[config.mk]
export PLATFORM = sky130hd
export DESIGN_NAME = fifo_queue_with_remove_by_id
export DESIGN_NICKNAME = d
export VERILOG_FILES = /design/src/design/fqr_pkg.sv /design/src/design/fqr_ctrl.sv /design/src/design/fqr_dpath.sv /design/src/design/fifo_queue_with_remove_by_id.sv
export SDC_FILE = /design/constraint.sdc
export NUM_CORES = 1
export LEC_CHECK = 0
export BUFFER_PORTS_ARGS = -buffer_cell sky130_fd_sc_hd__buf_2
export CORE_MARGIN = 3
export CORE_UTILIZATION = 58
export DETAILED_ROUTE_END_ITERATION = 6
export PLACE_DENSITY_LB_ADDON = 0.1
export SLEW_MARGIN = 25
export SYNTH_ARGS = -nofsm -noshare
export SYNTH_HDL_FRONTEND = slang
export SYNTH_SLANG_ARGS = --single-unit
[constraint.sdc]
create_clock -name clock -period 10.2 [get_ports clock]
set_input_delay 3.06 -clock clock [delete_from_list [all_inputs] [get_ports clock]]
set_output_delay 3.06 -clock clock [all_outputs]
set_load 0.01 [all_outputs]
[src/design/fqr_pkg.sv]
`timescale 1ns / 1ps
`default_nettype none
// ----------------------------------------------------------------------------
// fqr_pkg: shared types and constants
// Entry layout, request/response payloads, operation and status codes, and
// the command/status bundles between controller and datapath.
// ----------------------------------------------------------------------------
package fqr_pkg;

   localparam int CAPACITY    = 16;
   localparam int ID_BITS     = 16;
   localparam int HANDLE_BITS = 32;
   localparam int IDX_W       = (CAPACITY > 1) ? $clog2(CAPACITY) : 1;
   localparam int CNT_W       = $clog2(CAPACITY + 1);

   typedef enum logic [1:0] {
      FN_INSERT = 2'd0,
      FN_POP    = 2'd1,
      FN_REMOVE = 2'd2,
      FN_NOP    = 2'd3
   } func_type;

   typedef enum logic [1:0] {
      STAT_OK        = 2'd0,
      STAT_EMPTY     = 2'd1,
      STAT_NOT_FOUND = 2'd2,
      STAT_FULL      = 2'd3
   } status_type;

   typedef enum logic [2:0] {
      S_IDLE,
      S_DISPATCH,
      S_SEARCH_RD,
      S_SEARCH_CHK,
      S_SHIFT_RD,
      S_SHIFT_WR,
      S_REPLY
   } state_type;

   typedef struct packed {
      logic [1:0]  func;
      logic [15:0] item_id;
      logic [31:0] entry_handle;
   } req_type;

   typedef struct packed {
      logic [1:0]  status;
      logic [15:0] out_id;
      logic [31:0] out_handle;
      logic [4:0]  entry_count;
      logic        is_empty;
   } rsp_type;

   typedef struct packed {
      logic [ID_BITS-1:0]     id;
      logic [HANDLE_BITS-1:0] hnd;
   } entry_type;

   // controller -> datapath
   typedef struct packed {
      logic       load_req;
      logic       ptr_clr;
      logic       ptr_inc;
      logic       rd_en;
      logic       rd_next;
      logic       wr_ins;
      logic       wr_shift;
      logic       cnt_inc;
      logic       cnt_dec;
      logic       capture;
      logic       set_status;
      status_type status_code;
      logic       rsp_load;
   } cmd_type;

   // datapath -> controller
   typedef struct packed {
      func_type func;
      logic     cnt_zero;
      logic     cnt_full;
      logic     id_match;
      logic     ptr_last;
      logic     next_last;
      logic     rsp_free;
   } stat_type;

endpackage : fqr_pkg
`default_nettype wire

[src/design/fqr_ctrl.sv]
`timescale 1ns / 1ps
`default_nettype none
// ----------------------------------------------------------------------------
// fqr_ctrl: operation sequencer
// Steps the datapath through insert, head removal, search and compaction.
// ----------------------------------------------------------------------------
module fqr_ctrl (
   input  wire logic             clock,
   input  wire logic             reset,
   input  wire logic             req_valid,
   output logic                  req_ready,
   input  wire fqr_pkg::stat_type stat,
   output fqr_pkg::cmd_type      cmd
);
   import fqr_pkg::*;

   state_type state_ff;
   state_type state_in;

   always_ff @(posedge clock) begin
      if (reset) begin
         state_ff <= S_IDLE;
      end else begin
         state_ff <= state_in;
      end
   end

   // next state
   always_comb begin
      state_in = state_ff;
      unique case (state_ff)
         S_IDLE: begin
            if (req_valid) state_in = S_DISPATCH;
         end
         S_DISPATCH: begin
            unique case (stat.func)
               FN_POP, FN_REMOVE: begin
                  state_in = stat.cnt_zero ? S_REPLY : S_SEARCH_RD;
               end
               default: state_in = S_REPLY;
            endcase
         end
         S_SEARCH_RD: state_in = S_SEARCH_CHK;
         S_SEARCH_CHK: begin
            if (stat.func == FN_POP || stat.id_match) begin
               state_in = stat.ptr_last ? S_REPLY : S_SHIFT_RD;
            end else begin
               state_in = stat.ptr_last ? S_REPLY : S_SEARCH_RD;
            end
         end
         S_SHIFT_RD: state_in = S_SHIFT_WR;
         S_SHIFT_WR: begin
            state_in = stat.next_last ? S_REPLY : S_SHIFT_RD;
         end
         S_REPLY: begin
            if (stat.rsp_free) state_in = S_IDLE;
         end
         default: state_in = S_IDLE;
      endcase
   end

   // outputs
   always_comb begin
      cmd             = '0;
      cmd.status_code = STAT_OK;
      req_ready       = 1'b0;
      unique case (state_ff)
         S_IDLE: begin
            req_ready    = 1'b1;
            cmd.load_req = req_valid;
         end
         S_DISPATCH: begin
            unique case (stat.func)
               FN_INSERT: begin
                  if (stat.cnt_full) begin
                     cmd.set_status  = 1'b1;
                     cmd.status_code = STAT_FULL;
                  end else begin
                     cmd.wr_ins  = 1'b1;
                     cmd.cnt_inc = 1'b1;
                  end
               end
               FN_POP, FN_REMOVE: begin
                  if (stat.cnt_zero) begin
                     cmd.set_status  = 1'b1;
                     cmd.status_code = STAT_EMPTY;
                  end else begin
                     cmd.ptr_clr = 1'b1;
                  end
               end
               default: ;
            endcase
         end
         S_SEARCH_RD: begin
            cmd.rd_en = 1'b1;
         end
         S_SEARCH_CHK: begin
            if (stat.func == FN_POP || stat.id_match) begin
               cmd.capture = 1'b1;
               cmd.cnt_dec = stat.ptr_last;
            end else if (stat.ptr_last) begin
               cmd.set_status  = 1'b1;
               cmd.status_code = STAT_NOT_FOUND;
            end else begin
               cmd.ptr_inc = 1'b1;
            end
         end
         S_SHIFT_RD: begin
            cmd.rd_en   = 1'b1;
            cmd.rd_next = 1'b1;
         end
         S_SHIFT_WR: begin
            cmd.wr_shift = 1'b1;
            cmd.ptr_inc  = 1'b1;
            cmd.cnt_dec  = stat.next_last;
         end
         S_REPLY: begin
            cmd.rsp_load = stat.rsp_free;
         end
         default: ;
      endcase
   end

endmodule : fqr_ctrl
`default_nettype wire

[src/design/fqr_dpath.sv]
`timescale 1ns / 1ps
`default_nettype none
// ----------------------------------------------------------------------------
// fqr_dpath: entry store, count, scan pointer and response register
// Holds the ordered entries in a single-port-write, registered-read memory.
// ----------------------------------------------------------------------------
module fqr_dpath (
   input  wire logic              clock,
   input  wire logic              reset,
   input  wire fqr_pkg::req_type  req_payload,
   input  wire fqr_pkg::cmd_type  cmd,
   output fqr_pkg::stat_type      stat,
   output logic                   rsp_valid,
   input  wire logic              rsp_ready,
   output fqr_pkg::rsp_type       rsp_payload
);
   import fqr_pkg::*;

   entry_type store [CAPACITY];

   func_type               func_ff;
   logic [ID_BITS-1:0]     key_ff;
   logic [HANDLE_BITS-1:0] hnd_ff;
   logic [CNT_W-1:0]       cnt_ff;
   logic [IDX_W-1:0]       ptr_ff;
   entry_type              rd_data_ff;
   entry_type              cap_ff;
   status_type             status_ff;
   logic                   rsp_valid_ff;
   rsp_type                rsp_ff;
   rsp_type                rsp_in;

   logic [IDX_W-1:0]       rd_addr;
   logic [IDX_W-1:0]       wr_addr;
   entry_type              wr_data;
   logic [CNT_W-1:0]       ptr_ext;

   assign ptr_ext = CNT_W'(ptr_ff);
   assign rd_addr = cmd.rd_next ? IDX_W'(ptr_ext + 1'b1) : ptr_ff;
   assign wr_addr = cmd.wr_ins ? cnt_ff[IDX_W-1:0] : ptr_ff;
   assign wr_data = cmd.wr_ins ? entry_type'{id: key_ff, hnd: hnd_ff} : rd_data_ff;

   // entry store
   always_ff @(posedge clock) begin
      if (cmd.wr_ins || cmd.wr_shift) begin
         store[wr_addr] <= wr_data;
      end
      if (cmd.rd_en) begin
         rd_data_ff <= store[rd_addr];
      end
   end

   // request latch, scan pointer, captured entry, status
   always_ff @(posedge clock) begin
      if (cmd.load_req) begin
         func_ff   <= func_type'(req_payload.func);
         key_ff    <= ID_BITS'(req_payload.item_id);
         hnd_ff    <= HANDLE_BITS'(req_payload.entry_handle);
         cap_ff    <= '0;
         status_ff <= STAT_OK;
      end else begin
         if (cmd.capture) cap_ff <= rd_data_ff;
         if (cmd.set_status) status_ff <= cmd.status_code;
      end
      if (cmd.ptr_clr) begin
         ptr_ff <= '0;
      end else if (cmd.ptr_inc) begin
         ptr_ff <= IDX_W'(ptr_ext + 1'b1);
      end
   end

   // count and response valid
   always_ff @(posedge clock) begin
      if (reset) begin
         cnt_ff       <= '0;
         rsp_valid_ff <= 1'b0;
      end else begin
         if (cmd.cnt_inc) begin
            cnt_ff <= cnt_ff + 1'b1;
         end else if (cmd.cnt_dec) begin
            cnt_ff <= cnt_ff - 1'b1;
         end
         if (cmd.rsp_load) begin
            rsp_valid_ff <= 1'b1;
         end else if (rsp_ready) begin
            rsp_valid_ff <= 1'b0;
         end
      end
   end

   always_comb begin
      rsp_in             = '0;
      rsp_in.status      = status_ff;
      rsp_in.out_id      = 16'(cap_ff.id);
      rsp_in.out_handle  = 32'(cap_ff.hnd);
      rsp_in.entry_count = 5'(cnt_ff);
      rsp_in.is_empty    = (cnt_ff == '0);
   end

   always_ff @(posedge clock) begin
      if (cmd.rsp_load) rsp_ff <= rsp_in;
   end

   assign rsp_valid   = rsp_valid_ff;
   assign rsp_payload = rsp_ff;

   always_comb begin
      stat.func      = func_ff;
      stat.cnt_zero  = (cnt_ff == '0);
      stat.cnt_full  = (cnt_ff >= CNT_W'(CAPACITY));
      stat.id_match  = (rd_data_ff.id == key_ff);
      stat.ptr_last  = ((ptr_ext + 1'b1) == cnt_ff);
      stat.next_last = ((ptr_ext + 2'd2) == cnt_ff);
      stat.rsp_free  = !rsp_valid_ff || rsp_ready;
   end

endmodule : fqr_dpath
`default_nettype wire

[src/design/fifo_queue_with_remove_by_id.sv]
`timescale 1ns / 1ps
`default_nettype none
// ----------------------------------------------------------------------------
// fifo_queue_with_remove_by_id: ordered queue with delete by id
// Sequence: insert, no-op and empty/full replies pass through dispatch to the
//   reply state; pop and remove-by-id add a search read and check for each
//   entry scanned and a shift read and write for each entry moved up.
// Requests: one item at a time; the next is taken once the last result is in
//   the response register, and the scan and compaction share the read port.
// Reset: clears the sequencer, entry count and response valid; the entry
//   store is not cleared and needs no sweep.
// ----------------------------------------------------------------------------
module fifo_queue_with_remove_by_id (
   input  wire logic             clock,
   input  wire logic             reset,
   input  wire logic             req_valid,
   output logic                  req_ready,
   input  wire fqr_pkg::req_type req_payload,
   output logic                  rsp_valid,
   input  wire logic             rsp_ready,
   output fqr_pkg::rsp_type      rsp_payload
);
   import fqr_pkg::*;

   // Commands drive the store, pointer and count; status reports the latched
   // operation, count boundaries, id compare and whether the response slot
   // can take a new transfer.
   cmd_type  cmd;
   stat_type stat;

   // Sequencer: latch the request, dispatch on the operation, walk the
   // entries from the head for a match (pop matches the head at once), then
   // move every later entry up one place and drop the count.
   fqr_ctrl u_ctrl (
      .clock     (clock),
      .reset     (reset),
      .req_valid (req_valid),
      .req_ready (req_ready),
      .stat      (stat),
      .cmd       (cmd)
   );

   // Datapath: entries live in a memory with the head at address zero. The
   // response register lets a finished result wait while the next request
   // is taken.
   fqr_dpath u_dpath (
      .clock       (clock),
      .reset       (reset),
      .req_payload (req_payload),
      .cmd         (cmd),
      .stat        (stat),
      .rsp_valid   (rsp_valid),
      .rsp_ready   (rsp_ready),
      .rsp_payload (rsp_payload)
   );

endmodule : fifo_queue_with_remove_by_id
`default_nettype wire
==> results.sh <==
export IMPL_p_leak_uw=0.01460
export IMPL_clock_sinks=985
export IMPL_finClkSkew_ns=0.01890
export IMPL_crit_arrival_ns=1.59
export IMPL_fin_setup_tns_ns=0
export IMPL_routed_wl_um=90970
export IMPL_vdd_ir_drop_max_uv=443.9
export IMPL_finalWorstSetupSlack_ns=5.553
export IMPL_syn_num_nets=2691
export IMPL_report_final_slew_viol_count=0
export IMPL_setup_viol=0
export IMPL_initial_core_util_pct=58.88
export IMPL_multi_input_area_sq_um=8681
export IMPL_ys_flop_type="edfxtp_1"
export IMPL_rsz0062_at_grt="false"
export IMPL_io_buffer_count=111
export IMPL_num_rows=93
export IMPL_cts_resized=0
export IMPL_syn_to_final_growth_pct=12.65
export IMPL_synthMuxAreaShare_pct=4.852
export IMPL_first_global_vias=22330
export IMPL_critPathKind="flip-flop to output port"
export IMPL_synth_seq_area_share_pct=75.85
export IMPL_max_freq_mhz=215.2
export IMPL_synth_top_family_by_area="simple AND/OR/NAND/NOR gates"
export IMPL_cap_violations=0
export IMPL_critPathCaptureType="output port"
export IMPL_firstDrtPassIters=5
export IMPL_netlist_top_cells_area="edfxtp_1 (73%), nand3_1 (5.7%), nand2_1 (4.3%), mux2i_1 (3.9%), dfxtp_1 (3.3%)"
export IMPL_post_drt_wl_per_cell_um=24.95
export IMPL_fp_dieW_um=262.5
export IMPL_overflow=0
export IMPL_maxSlewHeadroom_pct=30.80
export IMPL_crit_path_start_kind="flip-flop"
export IMPL_syn_area_sq_um=38160
export IMPL_cts_clk_slew_worst_paths_ns=0.06
export IMPL_ios=112
export IMPL_post_cts_setup_buffers=0
export IMPL_numCtsBuffers=97
export IMPL_synthXorXnorAreaFrac_pct=0.8852
export IMPL_outcome="finished, final reports clean"
export IMPL_clk_latency_ns=0.64
export IMPL_fin_nets=2771
export IMPL_drc=0
export IMPL_power_density_nw_per_um2=303.0
export IMPL_cts_max_level=3
export IMPL_final_layout_size_suffix_gt1_share_pct=13.47
export IMPL_synth_seq_cells=985
export IMPL_place_congestion=0.7560
export IMPL_vias=22610
export IMPL_syn_avg_cell_area_sq_um=14.52
export IMPL_layout_common_cells="edfxtp_1 (922), nand2_1 (438), nand3_1 (437)"
export IMPL_antenna_found_initial=0
export IMPL_min_path_cells=0
export IMPL_drt_iter0_drc=2427
export IMPL_layoutNonFillerInstCount=3646
export IMPL_die_y_um=262.5
export IMPL_cp_data_required_time_ns=7.14
export IMPL_final_common_cell="edfxtp_1"
export IMPL_ys_warn_count=0
export IMPL_cts_hold_buf=0
export IMPL_clockBufferDepth=3
export IMPL_cts_tree="done"
export IMPL_post_place_ws_ns=5.141
export IMPL_min_path_type="flip-flop to flip-flop"
export IMPL_synth_simple_area_share_pct=12.34
export IMPL_ctsRootBufferMaster="clkbuf_16"
export IMPL_synth_cells=2628
export IMPL_n_fill_cell=4502
export IMPL_netlist_area_leader_share_pct=72.55
export IMPL_reg2reg_depth=8
export IMPL_regArea_sq_um=28950
export IMPL_core_sq_um=64810
export IMPL_finalHoldViolations=0
export IMPL_min_period_ns=4.647
export IMPL_synth_top_area_cell="edfxtp_1"
export IMPL_ant_nets=0
export IMPL_timing_final_crit_share_pct=45.55
export IMPL_die_area_sq_um=68910
export IMPL_synth_compound_gate_area_share_pct=3.623
export IMPL_synth_edf_count=922
export IMPL_grt_pass1_wl_um=136900
export IMPL_vias_per_cell=6.201
export IMPL_dp_hpwl_um=43310
export IMPL_grt_max_degree=185
export IMPL_antenna_cells=0
export IMPL_dp_cells=3463
export IMPL_synth_cell_types=57
export IMPL_grt_usage_pct=26.08
export IMPL_synthAdderAreaFrac_pct=0.3147
export IMPL_worst_slew_pin_slew_ns=1.038
export IMPL_crit_fanout=15
export IMPL_postSynth_asyncResetShare_pct=0
synth_stat cells (21+ instances only):
library cell / n
edfxtp_1: 922
nand2_1: 438
nand3_1: 437
mux2i_1: 149
o2111ai_1: 96
clkbuf_1: 93
nor2_1: 82
dfxtp_1: 63
buf_2: 62
nand4_1: 48
o21ai_1: 43
mux2_2: 32
xor2_1: 21
per-layer routing:
metal  up-vias  share of wire, %  GRT usage (%)
met4         0               2.2          7.282
met1     11430                42          37.20
met5         -                 0              0
met3       155               6.9          3.380
met2       919                49          42.89
li1      10100                 -              -
critical path: stages, from the launching register on:
cell and delay [ns]:
dfxtp_1 0.65, nor3_1 0.13, buf_2 0.17
where the power goes:
| part | total [uW] | switching, uW | leakage [uW] | internal (uW) |
|---|---|---|---|---|
| sequential | 5500 | 178 | 0.00886 | 5330 |
| combinational | 3940 | 2830 | 0.00416 | 1110 |
| clock | 3580 | 1450 | 0.00158 | 2120 |
| total | 13000 | 4470 | 0.0146 | 8560 |
sequential cells by signal (all words and copies together) (netlist names):
name	flops
u_dpath.store	768
u_dpath.rsp_payload	56
u_dpath.cap_ff	48
u_dpath.rd_data_ff	48
u_dpath.hnd_ff	32
u_dpath.key_ff	16
u_dpath.cnt_ff	5
u_dpath.ptr_ff	4
u_ctrl.state_ff	3
u_dpath.func_ff	2
u_dpath.status_ff	2
u_dpath.rsp_valid	1
cells by family (layout without fill, tap and decap cells):
| family | count (synthesis) | count (layout) |
|---|---|---|
| AO/OA/AOI/OAI | 189 | 189 |
| adder cells (fa/ha/maj) | 9 | 9 |
| multiplexers | 181 | 181 |
| XOR/XNOR | 36 | 36 |
| AND/OR/NAND/NOR | 1041 | 1041 |
| buffers and inverters | 187 | 350 |
| flip-flops | 985 | 985 |
worst paths after layout:
check | start | end | slack [ns]
setup / recovery | u_ctrl.state_ff[0] | req_ready | 5.55
hold / removal | u_dpath.cap_ff[22] | u_dpath.rsp_payload[28] | 0.43
setup reg to reg | u_ctrl.state_ff[0] | u_dpath.store[4][33] | 6.12
hold reg to reg | u_dpath.cap_ff[22] | u_dpath.rsp_payload[28] | 0.43
cell type report:
cell class	count	share of cell area [%]
Sequential cell	985	67.34
Multi-Input combinational cell	1456	20.19
Clock buffer	142	6.490
Tap cell	855	2.488
Timing Repair Buffer	159	2.387
Clock inverter	40	1.027
Inverter	9	0.07858
metrics by stage:
| step | hold WS [ns] | utilization (%) | cell area, sq um | power (uW) |
|---|---|---|---|---|
| 2_1_floorplan | 0.4029 | - | 38160 | 8187 |
| 3_3_place_gp | 0.4154 | 61.18 | 39660 | 9353 |
| 3_5_place_dp | 0.4141 | 61.31 | 39740 | 9500 |
| 4_1_cts | 0.4314 | 66.30 | 42970 | 13070 |
| 5_1_grt | 0.4385 | 66.33 | 42990 | 13620 |
| 6_report | 0.4303 | 66.33 | 42990 | 13030 |
Note: power is estimated with default switching activity, not from simulation.
